## config.mk

```make
export PLATFORM = sky130hd
export DESIGN_NAME = jump_motor_sequencer_unit
export DESIGN_NICKNAME = d
export VERILOG_FILES = /design/src/jms_pkg.sv /design/src/jms_cfg_regs.sv /design/src/jms_step.sv /design/src/jump_motor_sequencer_unit.sv
export SDC_FILE = /design/constraint.sdc
export NUM_CORES = 1
export LEC_CHECK = 0
export ABC_CLOCK_PERIOD_IN_PS = 5750
export BUFFER_PORTS_ARGS = -buffer_cell sky130_fd_sc_hd__buf_4
export CORE_MARGIN = 4
export CORE_UTILIZATION = 40
export DETAILED_ROUTE_END_ITERATION = 6
export PLACE_DENSITY_LB_ADDON = 0.3
export SLEW_MARGIN = 20
export SYNTH_ARGS = -nofsm -noshare
export SYNTH_HDL_FRONTEND = slang
export SYNTH_SLANG_ARGS = --single-unit
```

## constraint.sdc

```tcl
create_clock -name clk -period 5.75 [get_ports clk]
set_input_delay 0.575 -clock clk [delete_from_list [all_inputs] [get_ports clk]]
set_output_delay 0.575 -clock clk [all_outputs]
set_load 0.01 [all_outputs]
```

## src/jms_pkg.sv

```systemverilog
// ----------------------------------------------------------------------------
// jms_pkg: shared types and constants for the jump motor sequencer
// Request codes, drive codes, mode codes, register indexes and state records.
// ----------------------------------------------------------------------------
package jms_pkg;

  localparam int CfgIdxW = 3;
  localparam int CfgDataW = 16;

  localparam logic [1:0] REQ_SERVICE = 2'd0;
  localparam logic [1:0] REQ_MODE1   = 2'd1;
  localparam logic [1:0] REQ_MODE2   = 2'd2;

  localparam logic [1:0] DRIVE_STOP = 2'd0;
  localparam logic [1:0] DRIVE_FWD  = 2'd1;
  localparam logic [1:0] DRIVE_BACK = 2'd2;

  localparam logic [1:0] MODE_IDLE = 2'd0;
  localparam logic [1:0] MODE_ONE  = 2'd1;
  localparam logic [1:0] MODE_TWO  = 2'd2;

  localparam logic [CfgIdxW-1:0] CFG_DEBOUNCE  = 3'd0;
  localparam logic [CfgIdxW-1:0] CFG_M1_RUN    = 3'd1;
  localparam logic [CfgIdxW-1:0] CFG_M1_TRIG   = 3'd2;
  localparam logic [CfgIdxW-1:0] CFG_M2_WIND   = 3'd3;
  localparam logic [CfgIdxW-1:0] CFG_M2_BACK   = 3'd4;

  typedef struct packed {
    logic [7:0]  debounce_ticks;
    logic [15:0] mode1_run_ticks;
    logic [15:0] mode1_trigger_ticks;
    logic [15:0] mode2_wind_ticks;
    logic [15:0] mode2_back_ticks;
  } cfg_t;

  typedef struct packed {
    logic [1:0]  active_mode;
    logic        wound_ready;
    logic        switch_hit;
    logic        timeout_running;
    logic [15:0] phase_timer;
    logic        debounce_running;
    logic [7:0]  debounce_timer;
    logic        switch_state;
    logic [1:0]  drive_state;
  } seq_state_t;

  typedef struct packed {
    logic [1:0] motor_drive;
    logic       busy_res;
    logic       switch_level;
    logic       switch_event;
  } result_t;

endpackage

```

## src/jms_cfg_regs.sv

```systemverilog
// ----------------------------------------------------------------------------
// jms_cfg_regs: configuration register file
// Write-only timing registers, loaded with their defaults at reset.
// ----------------------------------------------------------------------------
module jms_cfg_regs
  import jms_pkg::*;
(
  input  logic                clk,
  input  logic                rst_n,
  input  logic                cfg_we,
  input  logic [CfgIdxW-1:0]  cfg_index,
  input  logic [CfgDataW-1:0] cfg_wdata,
  output cfg_t                cfg
);

  cfg_t cfg_r;
  cfg_t cfg_nxt;

  always_comb begin
    cfg_nxt = cfg_r;
    if (cfg_we) begin
      case (cfg_index)
        CFG_DEBOUNCE: cfg_nxt.debounce_ticks      = cfg_wdata[7:0];
        CFG_M1_RUN:   cfg_nxt.mode1_run_ticks     = cfg_wdata;
        CFG_M1_TRIG:  cfg_nxt.mode1_trigger_ticks = cfg_wdata;
        CFG_M2_WIND:  cfg_nxt.mode2_wind_ticks    = cfg_wdata;
        CFG_M2_BACK:  cfg_nxt.mode2_back_ticks    = cfg_wdata;
        default:      cfg_nxt = cfg_r;
      endcase
    end
  end

  always_ff @(posedge clk) begin
    if (!rst_n) begin
      cfg_r.debounce_ticks      <= 8'd20;
      cfg_r.mode1_run_ticks     <= 16'd1000;
      cfg_r.mode1_trigger_ticks <= 16'd200;
      cfg_r.mode2_wind_ticks    <= 16'd3000;
      cfg_r.mode2_back_ticks    <= 16'd300;
    end else begin
      cfg_r <= cfg_nxt;
    end
  end

  assign cfg = cfg_r;

endmodule

```

## src/jms_step.sv

```systemverilog
// ----------------------------------------------------------------------------
// jms_step: next-state logic for one request
// Timer countdown, switch debounce and the mode machine, all combinational.
// ----------------------------------------------------------------------------
module jms_step
  import jms_pkg::*;
(
  input  cfg_t       cfg,
  input  seq_state_t cur,
  input  logic [1:0] req_type,
  input  logic [7:0] elapsed_ticks,
  input  logic       switch_raw,
  output seq_state_t nxt,
  output result_t    res
);

  logic [15:0] elapsed_ext;
  logic        ev;
  logic        fall;
  logic        expired;

  assign elapsed_ext = {8'd0, elapsed_ticks};

  always_comb begin
    nxt = cur;
    ev = 1'b0;
    fall = 1'b0;
    expired = 1'b0;
    case (req_type)
      REQ_SERVICE: begin
        // count down running timers, stopping at zero
        if (cur.debounce_running) begin
          nxt.debounce_timer = (cur.debounce_timer > elapsed_ticks) ?
                               cur.debounce_timer - elapsed_ticks : 8'd0;
        end
        if (cur.timeout_running) begin
          nxt.phase_timer = (cur.phase_timer > elapsed_ext) ?
                            cur.phase_timer - elapsed_ext : 16'd0;
        end

        if (switch_raw != cur.switch_state) begin
          if (cur.debounce_running) begin
            if (nxt.debounce_timer == 8'd0) begin
              ev = 1'b1;
              nxt.switch_state = ~cur.switch_state;
              nxt.debounce_running = 1'b0;
            end
          end else begin
            nxt.debounce_running = 1'b1;
            nxt.debounce_timer = cfg.debounce_ticks;
          end
        end else begin
          nxt.debounce_running = 1'b0;
        end

        fall = ev && !nxt.switch_state;

        case (cur.active_mode)
          MODE_IDLE: ;
          MODE_ONE: begin
            if (fall) begin
              nxt.phase_timer = cfg.mode1_trigger_ticks;
              nxt.timeout_running = 1'b1;
            end
            expired = nxt.timeout_running && (nxt.phase_timer == 16'd0);
            if (expired) begin
              nxt.drive_state = DRIVE_STOP;
              nxt.active_mode = MODE_IDLE;
              nxt.timeout_running = 1'b0;
            end
          end
          MODE_TWO: begin
            expired = nxt.timeout_running && (nxt.phase_timer == 16'd0);
            if (cur.wound_ready) begin
              if (expired) begin
                nxt.drive_state = DRIVE_STOP;
                nxt.active_mode = MODE_IDLE;
                nxt.timeout_running = 1'b0;
                nxt.wound_ready = 1'b0;
                nxt.switch_hit = 1'b0;
              end
            end else if (cur.switch_hit) begin
              // back-off done: stop and wait for fire
              if (expired) begin
                nxt.drive_state = DRIVE_STOP;
                nxt.timeout_running = 1'b0;
                nxt.wound_ready = 1'b1;
              end
            end else if (ev) begin
              // a rising edge skips the timeout check in this service
              if (fall) begin
                nxt.drive_state = DRIVE_BACK;
                nxt.phase_timer = cfg.mode2_back_ticks;
                nxt.timeout_running = 1'b1;
                nxt.switch_hit = 1'b1;
              end
            end else if (expired) begin
              nxt.drive_state = DRIVE_STOP;
              nxt.active_mode = MODE_IDLE;
              nxt.timeout_running = 1'b0;
              nxt.wound_ready = 1'b0;
              nxt.switch_hit = 1'b0;
            end
          end
          default: begin
            nxt.drive_state = DRIVE_STOP;
            nxt.active_mode = MODE_IDLE;
          end
        endcase
      end
      REQ_MODE1: begin
        if (cur.active_mode == MODE_IDLE) begin
          nxt.active_mode = MODE_ONE;
          nxt.phase_timer = cfg.mode1_run_ticks;
          nxt.timeout_running = 1'b1;
          nxt.drive_state = DRIVE_FWD;
        end
      end
      REQ_MODE2: begin
        if (cur.active_mode == MODE_IDLE) begin
          nxt.active_mode = MODE_TWO;
          nxt.drive_state = DRIVE_FWD;
          nxt.phase_timer = cfg.mode2_wind_ticks;
          nxt.timeout_running = 1'b1;
        end else if (cur.active_mode == MODE_TWO && cur.wound_ready) begin
          nxt.drive_state = DRIVE_BACK;
          nxt.phase_timer = cfg.mode2_back_ticks;
          nxt.timeout_running = 1'b1;
        end
      end
      default: ;
    endcase
  end

  assign res.motor_drive  = nxt.drive_state;
  assign res.busy_res     = (nxt.active_mode != MODE_IDLE);
  assign res.switch_level = nxt.switch_state;
  assign res.switch_event = ev;

endmodule

```

## src/jump_motor_sequencer_unit.sv

```systemverilog
// Path: an accepted request is held in the input register, then moves into
// the result register. Throughput: one request per cycle while out_ready is
// high; the sequencer state updates in the same cycle the result register
// loads, so consecutive requests chain directly.
// Reset (rst_n low, synchronous): pipeline empty, sequencer idle, motor stopped,
// timers cleared, timing registers at their defaults.
// ----------------------------------------------------------------------------
// jump_motor_sequencer_unit: spring jump motor sequencer
// Input register, state update with result register, and configuration port.
// ----------------------------------------------------------------------------
module jump_motor_sequencer_unit
  import jms_pkg::*;
(
  input  logic                clk,
  input  logic                rst_n,
  input  logic                in_valid,
  output logic                in_ready,
  input  logic [1:0]          in_req_type,
  input  logic [7:0]          in_elapsed_ticks,
  input  logic                in_switch_raw,
  output logic                out_valid,
  input  logic                out_ready,
  output logic [1:0]          out_motor_drive,
  output logic                out_busy_res,
  output logic                out_switch_level,
  output logic                out_switch_event,
  input  logic                cfg_we,
  input  logic [CfgIdxW-1:0]  cfg_index,
  input  logic [CfgDataW-1:0] cfg_wdata
);

  cfg_t       cfg;
  seq_state_t state_r;
  seq_state_t state_nxt;
  result_t    res_nxt;
  result_t    res_r;

  logic       in_valid_r;
  logic [1:0] req_type_r;
  logic [7:0] elapsed_r;
  logic       raw_r;
  logic       out_valid_r;
  logic       advance;

  jms_cfg_regs u_cfg (
    .clk       (clk),
    .rst_n     (rst_n),
    .cfg_we    (cfg_we),
    .cfg_index (cfg_index),
    .cfg_wdata (cfg_wdata),
    .cfg       (cfg)
  );

  jms_step u_step (
    .cfg           (cfg),
    .cur           (state_r),
    .req_type      (req_type_r),
    .elapsed_ticks (elapsed_r),
    .switch_raw    (raw_r),
    .nxt           (state_nxt),
    .res           (res_nxt)
  );

  // move the held request into the result register when it is free
  assign advance  = in_valid_r && (!out_valid_r || out_ready);
  assign in_ready = !in_valid_r || advance;

  always_ff @(posedge clk) begin
    if (!rst_n) begin
      in_valid_r  <= 1'b0;
      out_valid_r <= 1'b0;
      state_r     <= '0;
    end else begin
      if (in_ready) begin
        in_valid_r <= in_valid;
      end
      if (advance) begin
        out_valid_r <= 1'b1;
        state_r     <= state_nxt;
      end else if (out_ready) begin
        out_valid_r <= 1'b0;
      end
    end
  end

  always_ff @(posedge clk) begin
    if (in_ready && in_valid) begin
      req_type_r <= in_req_type;
      elapsed_r  <= in_elapsed_ticks;
      raw_r      <= in_switch_raw;
    end
    if (advance) begin
      res_r <= res_nxt;
    end
  end

  assign out_valid        = out_valid_r;
  assign out_motor_drive  = res_r.motor_drive;
  assign out_busy_res     = res_r.busy_res;
  assign out_switch_level = res_r.switch_level;
  assign out_switch_event = res_r.switch_event;

endmodule
```

## After elaboration in Yosys (flattened, before gate mapping)

Index checks and enable logic that the tools add are counted.

| word-level totals | value |
|---|---|
| input port bits | 35 |
| output and inout port bits | 7 |
| bits in registers | 123 |
| word-level logic and storage cells | 136 |

| cells by class | value |
|---|---|
| order comparisons | 2 |
| equal/unequal tests | 17 |
| multiplexer cells | 61 |
| reductions and logical operators | 30 |
| bitwise logic cells | 1 |
| add/sub/neg operators | 2 |

Operators by type and width:

| kind | count |
|---|---|
| 2-to-1 mux 17 bit | 6 |
| 2-to-1 mux 16 bit | 6 |
| case mux 17 bit (3 select lines) | 1 |
| case mux 17 bit (2 select lines) | 1 |
| zero test 16 bit | 2 |
| 2-to-1 mux 8 bit | 4 |
| 2-to-1 mux 2 bit | 14 |
| case mux 2 bit (3 select lines) | 4 |
| 2-to-1 mux 1 bit | 18 |
| 2-to-1 mux 18 bit | 1 |
| 2-to-1 mux 9 bit | 2 |
| greater-than comparator 16 x 8 -> 1 bit | 1 |
| subtractor 16 x 8 -> 16 bit | 1 |
| 2-to-1 mux 5 bit | 3 |
| AND reduction 2 bit | 6 |
| AND reduction 9 bit | 1 |
| greater-than comparator 8 bit | 1 |
| zero test 8 bit | 1 |
| inequality test 4 x 3 -> 1 bit, second input constant | 2 |
| AND reduction 4 bit | 2 |
| subtractor 8 bit | 1 |
| == test 3 x 2 -> 1 bit, second input constant | 2 |
| logical AND 1 bit | 6 |
| inequality test 6 bit, second input constant | 1 |
| other kinds (18) | 26 |

## Depth between registers and ports, before layout

Gate-level depths: netlist (run 1).

| logic depth | value |
|---|---|
| word-level depth | 20 |
| gate-level depth with buffers | 15 |
| mapped depth without buffers | 14 |

## Modules after synthesis

Synthesis (run 1) repeated with hierarchy kept, for this count alone.

| second synthesis, totals | value |
|---|---|
| cell total of the unflattened synthesis | 982 |
| area total of the unflattened synthesis | 8418.1 um^2 |

Modules (own cells, without submodules):

| module | cells each | area each (um^2) | seq. area each (um^2) | times used |
|---|---|---|---|---|
| jms_step | 545 | 3722.3 | 0.0 | 1 |
| jms_cfg_regs | 268 | 2776.4 | 1441.4 | 1 |
| jump_motor_sequencer_unit | 169 | 1919.3 | 1181.1 | 1 |

## Worst setup path after synthesis (run 1)

Ideal clock, no wire load.

| path | value |
|---|---|
| kind | register to register |
| start | register elapsed_r[0] |
| end | register res_r, in the netlist out_busy_res (data pin) |
| stages on the path, launching flop included | 13 |
| period minus slack after synthesis | 3.654 ns |
| arrival time | 3.395 ns |
| slack | 2.096 ns |
| required time | 5.491 ns |
| setup time | 0.259 ns |
| path buffers | 0 |
| cells stage by stage | edfxtp_1 ha_1 fa_1 nand2b_1 a211oi_1 nor4_1 a211oi_1 a41oi_2 o41ai_1 a31oi_2 o41ai_2 nand4b_1 a211o_1 |

RTL lines:

| what | line | source |
|---|---|---|
| start, declared | jump_motor_sequencer_unit.sv:40 | `logic [7:0] elapsed_r;` |
| start signal, assigned | jump_motor_sequencer_unit.sv:89 | `elapsed_r <= in_elapsed_ticks;` |
| end signal, assigned | jump_motor_sequencer_unit.sv:93 | `res_r <= res_nxt;` |
| end, declared | jump_motor_sequencer_unit.sv:36 | `result_t res_r;` |

==> reports/results.tsv, run 1 <==
metric	value	unit
status	finished, final reports clean	
final cycle utilization of the critical path	0.771	
Worst IR Drop VDD	0.227	mV
setup tns final	0	ns
hold slack final	0.334	ns
post-synth cell types	86	
slowest cell delay on critical path	0.70	ns
post-route ant nets	0	
vias in the first global route	6582	
post-DR vias/cell	5.70	
# rows	50	
DP HPWL	15300	µm
crit path DAT	4.61	ns
IO buf count	41	
Final #Nets	1026	
sequential-to-total area share from yosys stat	0.344	
share of cells above drive strength 1	0.125	
Synth top cells by count	nand2_1 (221), dfxtp_1 (107), nor2_1 (55)	
cts repair resizes	0	
Slew Limit Fails	0	
post-route minimum period	4.43	ns
Hold Crit Class	in -> reg	
drt wl/cell	17.8	µm
Die Y-Extent	146	µm
critical path endpoint category	flop	
crit path cell chain	ha_1 > fa_1 > nand2b_1 > a21oi_2 > a2111o_1 > nand2_1 > a41oi_2 > or2_1 > a31oi_2 > o41ai_2 > nand4b_1 > a211o_1	
Layout area overhead	12.7	%
io pins	42	
Core Region	0.0187	mm²
Pleak	3.37	nW
1st-iter DRT viols	707	
postcts setup bufs	0	
CP Launch Type	flop	
top-area cell type share of the netlist area	0.281	
Rel. slew slack	0.326	
Yosys reg bits	123	
initial antenna violation count	0	
Mapped Area	0.00763	mm²
Worst Skew	0.0121	ns
Setup WS post-layout	1.32	ns
Max Fclk	0.226	GHz
overall routing resource usage	0.203	
Detailed Route WL	21600	µm
Crit-path slowest cell	or2_1	
Setup CP Type	reg -> reg	
Flop pwr share	0.389	
# diodes	0	
Sink Count	123	
placed cell count	1180	
Clock Tree Root	clkbuf_16	
Setup Viol. Count Final	0	
Power Internal	1.70	mW
Post-synth EDFFs	16	
worst skew pair latency	0.42	ns
combinational power share	0.162	
routed vias	6908	
CTS tree	yes	
GR Util met2	0.296	
Num CTS Buffers	17	
pre-CTS setup slack	1.40	ns
CTS HTree Levels	4	
P per Cell Area	279	mW/mm²
ys async rst share	0	
global-route wire length before repair	35500	µm
met1 usage	0.304	
GRT met3 Usage	0.0351	
max cap viols	0	
Max clock buf depth	2	
Cell Count, Final, Fillers Out	1212	
Clock Pin Slew Worst Setup and Hold Paths	0.06	ns
total grt overflow	0	
global routing's busiest layer	met1	
area leader, netlist	dfxtp_1	
Die ar.	0.0214	mm²
post-synthesis cell count	963	
Die Wd	146	µm
critical path peak fanout	17	
drt first pass iters	5	
RD Place Congestion	0.843	
syn nets	1024	
Net Sw Frac	0.290	
pin count of the biggest net entering global routing	108	
P_sw	0.696	mW
Synth Flop Type	dfxtp_1	
# DRC	0	
most area-consuming cells after synthesis	dfxtp_1 (28%), nand2_1 (11%), edfxtp_1 (6.3%)	
Critical Path RT	5.92	ns
Initial Util	0.408	
most common cell in the netlist	nand2_1	
syn avg cell area	7.92	µm²
RSZ-0062 raised after global routing	false	
Final Hold Fails	0	
Clk pwr share	0.449	
Yosys warnings	0	
worst slew pin tran	1.01	ns
CTS Hold Bufs	0	
==> layout by cell type (no fill, tap or decap), types with 10 or more instances in the layout <==
master and count:
ha_1 23, edfxtp_1 16, nand3_1 35, a21oi_1 49
mux2_2 23, nor2b_1 16, nor2_1 54, inv_1 27
nand2_1 221, o21ai_0 29, mux2i_1 15, clkbuf_16 17
a31oi_1 13, dfxtp_1 107, buf_4 43, xnor2_1 10
nor3_1 14, and2_1 11, a21boi_0 53, a211oi_1 11
==> cells by family after synthesis <==
kind of cell,Yosys count,share of synthesized area
XOR/XNOR,17,0.0195
AO/OA/AOI/OAI,264,0.253
buffers and inverters,89,0.0461
AND/OR/NAND/NOR,406,0.240
adder cells (fa/ha/maj),26,0.0446
flip-flops,123,0.344
multiplexers,38,0.0536
==> worst max-delay path, delay by kind of cell (launching register included) <==
kind | cells | cell delay [ns]
compound gates | 6 | 1.91
fa+ha+maj | 2 | 0.63
flops | 1 | 0.40
simple gates | 4 | 1.25
==> state kept, by name, summed over array words and instances, names as in the netlist <==
register,cells
raw_r,1
in_valid_r,1
u_cfg.cfg,72
out_switch_event,1
state_r,33
req_type_r,2
out_busy_res,1
elapsed_r,8
out_motor_drive,2
out_switch_level,1
out_valid,1
==> metrics by stage <==
stage / cell area (µm²) / total power, mW / utilization
floorplan: 7630 / 1.22 / -
global placement: 8010 / 1.33 / 0.428
detailed placement: 8010 / 1.33 / 0.428
CTS: 8600 / 2.41 / 0.460
global route: 8600 / 2.49 / 0.460
finish: 8600 / 2.40 / 0.460
==> metal layers <==
layer | share of wire | vias to the layer above
met5 | 0 | -
met4 | 0.020 | 0
met3 | 0.061 | 36
met2 | 0.43 | 247
met1 | 0.49 | 3179
li1 | - | 3446
==> final timing paths <==
| kind | start | end | slack [ns] | cells past startpoint |
|---|---|---|---|---|
| setup / recovery | elapsed_r[0] | out_busy_res | 1.32 | 12 |
| hold / removal | in_req_type[1] | req_type_r[1] | 0.33 | 1 |
| setup reg to reg | elapsed_r[0] | out_busy_res | 1.32 | 12 |
| hold reg to reg | u_cfg.cfg[16] | u_cfg.cfg[16] | 0.47 | 2 |
==> power groups by stage <==
stage / sequential [mW] / combinational [mW] / clock, mW
5_1_grt: 0.937 / 0.428 / 1.13
4_1_cts: 0.932 / 0.385 / 1.09
6_report: 0.933 / 0.388 / 1.08
2_1_floorplan: 0.938 / 0.279 / 0
3_3_place_gp: 0.950 / 0.383 / 0
3_5_place_dp: 0.951 / 0.381 / 0
==> cell type report <==
| type | instances | area [µm²] |
|---|---|---|
| sequential | 123 | 2620 |
| multi-input combinational | 751 | 4670 |
| tap | 234 | 293 |
| clock buffer | 18 | 429 |
| inverter | 29 | 109 |
| fill | 1860 | 10100 |
| clock inverter | 14 | 159 |
| timing repair buffer | 43 | 323 |
Power figures use the tool's default switching activity.
==> run 2, diff against run 1 <==
--- a/config.mk
+++ b/config.mk
@@ -5,7 +5,7 @@
 export SDC_FILE = /design/constraint.sdc
 export NUM_CORES = 1
 export LEC_CHECK = 0
-export ABC_CLOCK_PERIOD_IN_PS = 5750
+export ABC_CLOCK_PERIOD_IN_PS = 4300
 export BUFFER_PORTS_ARGS = -buffer_cell sky130_fd_sc_hd__buf_4
 export CORE_MARGIN = 4
 export CORE_UTILIZATION = 40
==> constraint.sdc (replaced) <==
create_clock -name clk -period 4.3 [get_ports clk]
set_input_delay 0.43 -clock clk [delete_from_list [all_inputs] [get_ports clk]]
set_output_delay 0.43 -clock clk [all_outputs]
set_load 0.01 [all_outputs]
==> reports/results.tsv, run 2 (synthesis gave the netlist of run 1 again) <==
metric	value	unit	change
status	finished, final reports clean		
sequential cell area	0.00262	mm²	unchanged
max cap viols	0		unchanged
Final #Nets	1036		+0.97%
Crit-path slowest cell	fa_1		
Die ar.	0.0214	mm²	unchanged
worst skew pair latency	0.42	ns	about the same
CTS Hold Bufs	0		unchanged
footprint of the multi-input gates	0.00466	mm²	about the same
drt first pass iters	5		unchanged
Rel. slew slack	0.259		-0.0661
routed vias	6981		+1.1%
post-route ant nets	0		unchanged
Die Y-Extent	146	µm	unchanged
hold slack final	0.182	ns	-0.153 ns
Flop pwr share	0.385		-0.004
Power Internal	2.28	mW	+34%
Final Hold Fails	0		unchanged
Die Wd	146	µm	unchanged
CTS HTree Levels	4		unchanged
Setup Viol. Count Final	0		unchanged
share of cells above drive strength 1	0.134		+0.00886
# rows	50		unchanged
Detailed Route WL	21700	µm	+0.25%
setup tns final	0	ns	unchanged
max reg flops	72		unchanged
Met1 Wirelength	10800	µm	+1.4%
total grt overflow	0		unchanged
Crit path max-delay family	compound AO/OA/AOI/OAI gates		
Critical Path RT	4.47	ns	-1.45 ns
Fill cells	1831		-1.6%
critical path endpoint category	flop		
P per Cell Area	372	mW/mm²	+34%
post-DR vias/cell	5.71		+0.23%
Core Region	0.0187	mm²	unchanged
worst slew pin tran	1.11	ns	+0.0991 ns
vias in the first global route	6461		-1.8%
crit path DAT	4.19	ns	-0.42 ns
# diodes	0		unchanged
Worst Skew	0.00850	ns	-0.00363 ns
Num CTS Buffers	17		unchanged
most common cell after layout, fill and taps aside	nand2_1		
pin count of the biggest net entering global routing	108		unchanged
global-route wire length before repair	34900	µm	-1.6%
slowest cell delay on critical path	0.45	ns	-0.25 ns
Sink Count	123		unchanged
P_sw	0.949	mW	+36%
Clk pwr share	0.452		+0.003
Worst IR Drop VDD	0.376	mV	+65%
Clock Tree Root	clkbuf_16		
Max Fclk	0.249	GHz	+10%
Setup CP Type	reg -> reg		
initial antenna violation count	0		unchanged
overall routing resource usage	0.201		-0.00238
RD Place Congestion	0.888		+5.4%
Hold Crit Class	in -> reg		
Layout area overhead	13.7	%	
critical path peak fanout	8		-9
Clock Pin Slew Worst Setup and Hold Paths	0.06	ns	about the same
DP HPWL	15600	µm	+1.7%
CTS tree	yes		
crit path launch	state_r[12]		
CP Launch Type	flop		
io pins	42		unchanged
Reg2Reg Launch Point	state_r[12]		
metal2 WL	9580	µm	+3.7%
crit path cell chain	inv_1 > ha_1 > inv_1 > fa_1 > a211oi_4 > o21ai_2 > o211ai_1 > o311ai_1 > a2111o_1 > o21ai_2 > a31oi_2 > a2111oi_1 > o22ai_1 > mux2_2		
Slew Limit Fails	0		unchanged
combinational power share	0.163		about the same
1st-iter DRT viols	588		-17%
drt wl/cell	17.7	µm	-0.57%
Top Metal Used	met4		
Pleak	3.43	nW	+1.9%
# DRC	0		unchanged
Net Sw Frac	0.294		+0.00357
most frequent cells in the layout	nand2_1 (221), dfxtp_1 (107), nor2_1 (54), a21boi_0 (53), buf_4 (53)		
Initial Util	0.408		unchanged
post-route minimum period	4.02	ns	-0.419 ns
min-delay src	in_elapsed_ticks[2]		
RSZ-0062 raised after global routing	false		
met3 wire len	1040	µm	-21%
final cycle utilization of the critical path	0.934		+0.163
IO buf count	41		unchanged
Max clock buf depth	2		unchanged
CP bufs+invs	2		+2
run 2: final cells by class:
type / instances / area share
Multi-Input combinational cell: 751 / 0.538
Sequential cell: 123 / 0.302
Clock buffer: 17 / 0.0490
Timing Repair Buffer: 53 / 0.0459
Tap cell: 234 / 0.0337
Clock inverter: 15 / 0.0190
Inverter: 29 / 0.0125
run 2: worst reg2reg max path: cells and delay by family, from the launching register on:
family | cells | cell delay, ns
compound gates | 9 | 2.35
flops | 1 | 0.32
fa+ha+maj | 2 | 0.63
buf+inv | 2 | 0.15
mux | 1 | 0.33
run 2: stage by stage:
stage	util	area (µm²)	instances	worst slack, ns	power (mW)
after floorplan	-	7630	963	0.646	1.63
after global placement	0.432	8080	1189	0.360	1.78
after detailed placement	0.432	8080	1189	0.274	1.78
after CTS	0.463	8670	1221	0.265	3.23
after global routing	0.464	8680	1222	0.0317	3.35
final	0.464	8680	1222	0.285	3.23
run 2: power by group through the flow:
stage	Clock, mW	Sequential, mW	Combinational, mW
after floorplan	0	1.25	0.373
after global placement	0	1.27	0.515
after detailed placement	0	1.27	0.514
after CTS	1.47	1.24	0.519
after global routing	1.52	1.25	0.578
final	1.46	1.24	0.526
run 2: worst paths after layout:
| kind | to | cells after the start | slack (ns) |
|---|---|---|---|
| max | out_motor_drive[1] | 14 | 0.28 |
| min | elapsed_r[2] | 1 | 0.18 |
| max reg2reg | out_motor_drive[1] | 14 | 0.28 |
| min reg2reg | u_cfg.cfg[22] | 2 | 0.47 |
run 2: per-layer routing:
layer,global-route usage,vias up
met5,0,-
met4,0.0522,0
met3,0.0400,21
met2,0.299,178
met1,0.296,3309
li1,-,3473
run 2: timing repair:
action,in CTS,in global routing
setup buffers,0,1
resized for setup,0,1
endpoints found under the setup margin,0,2
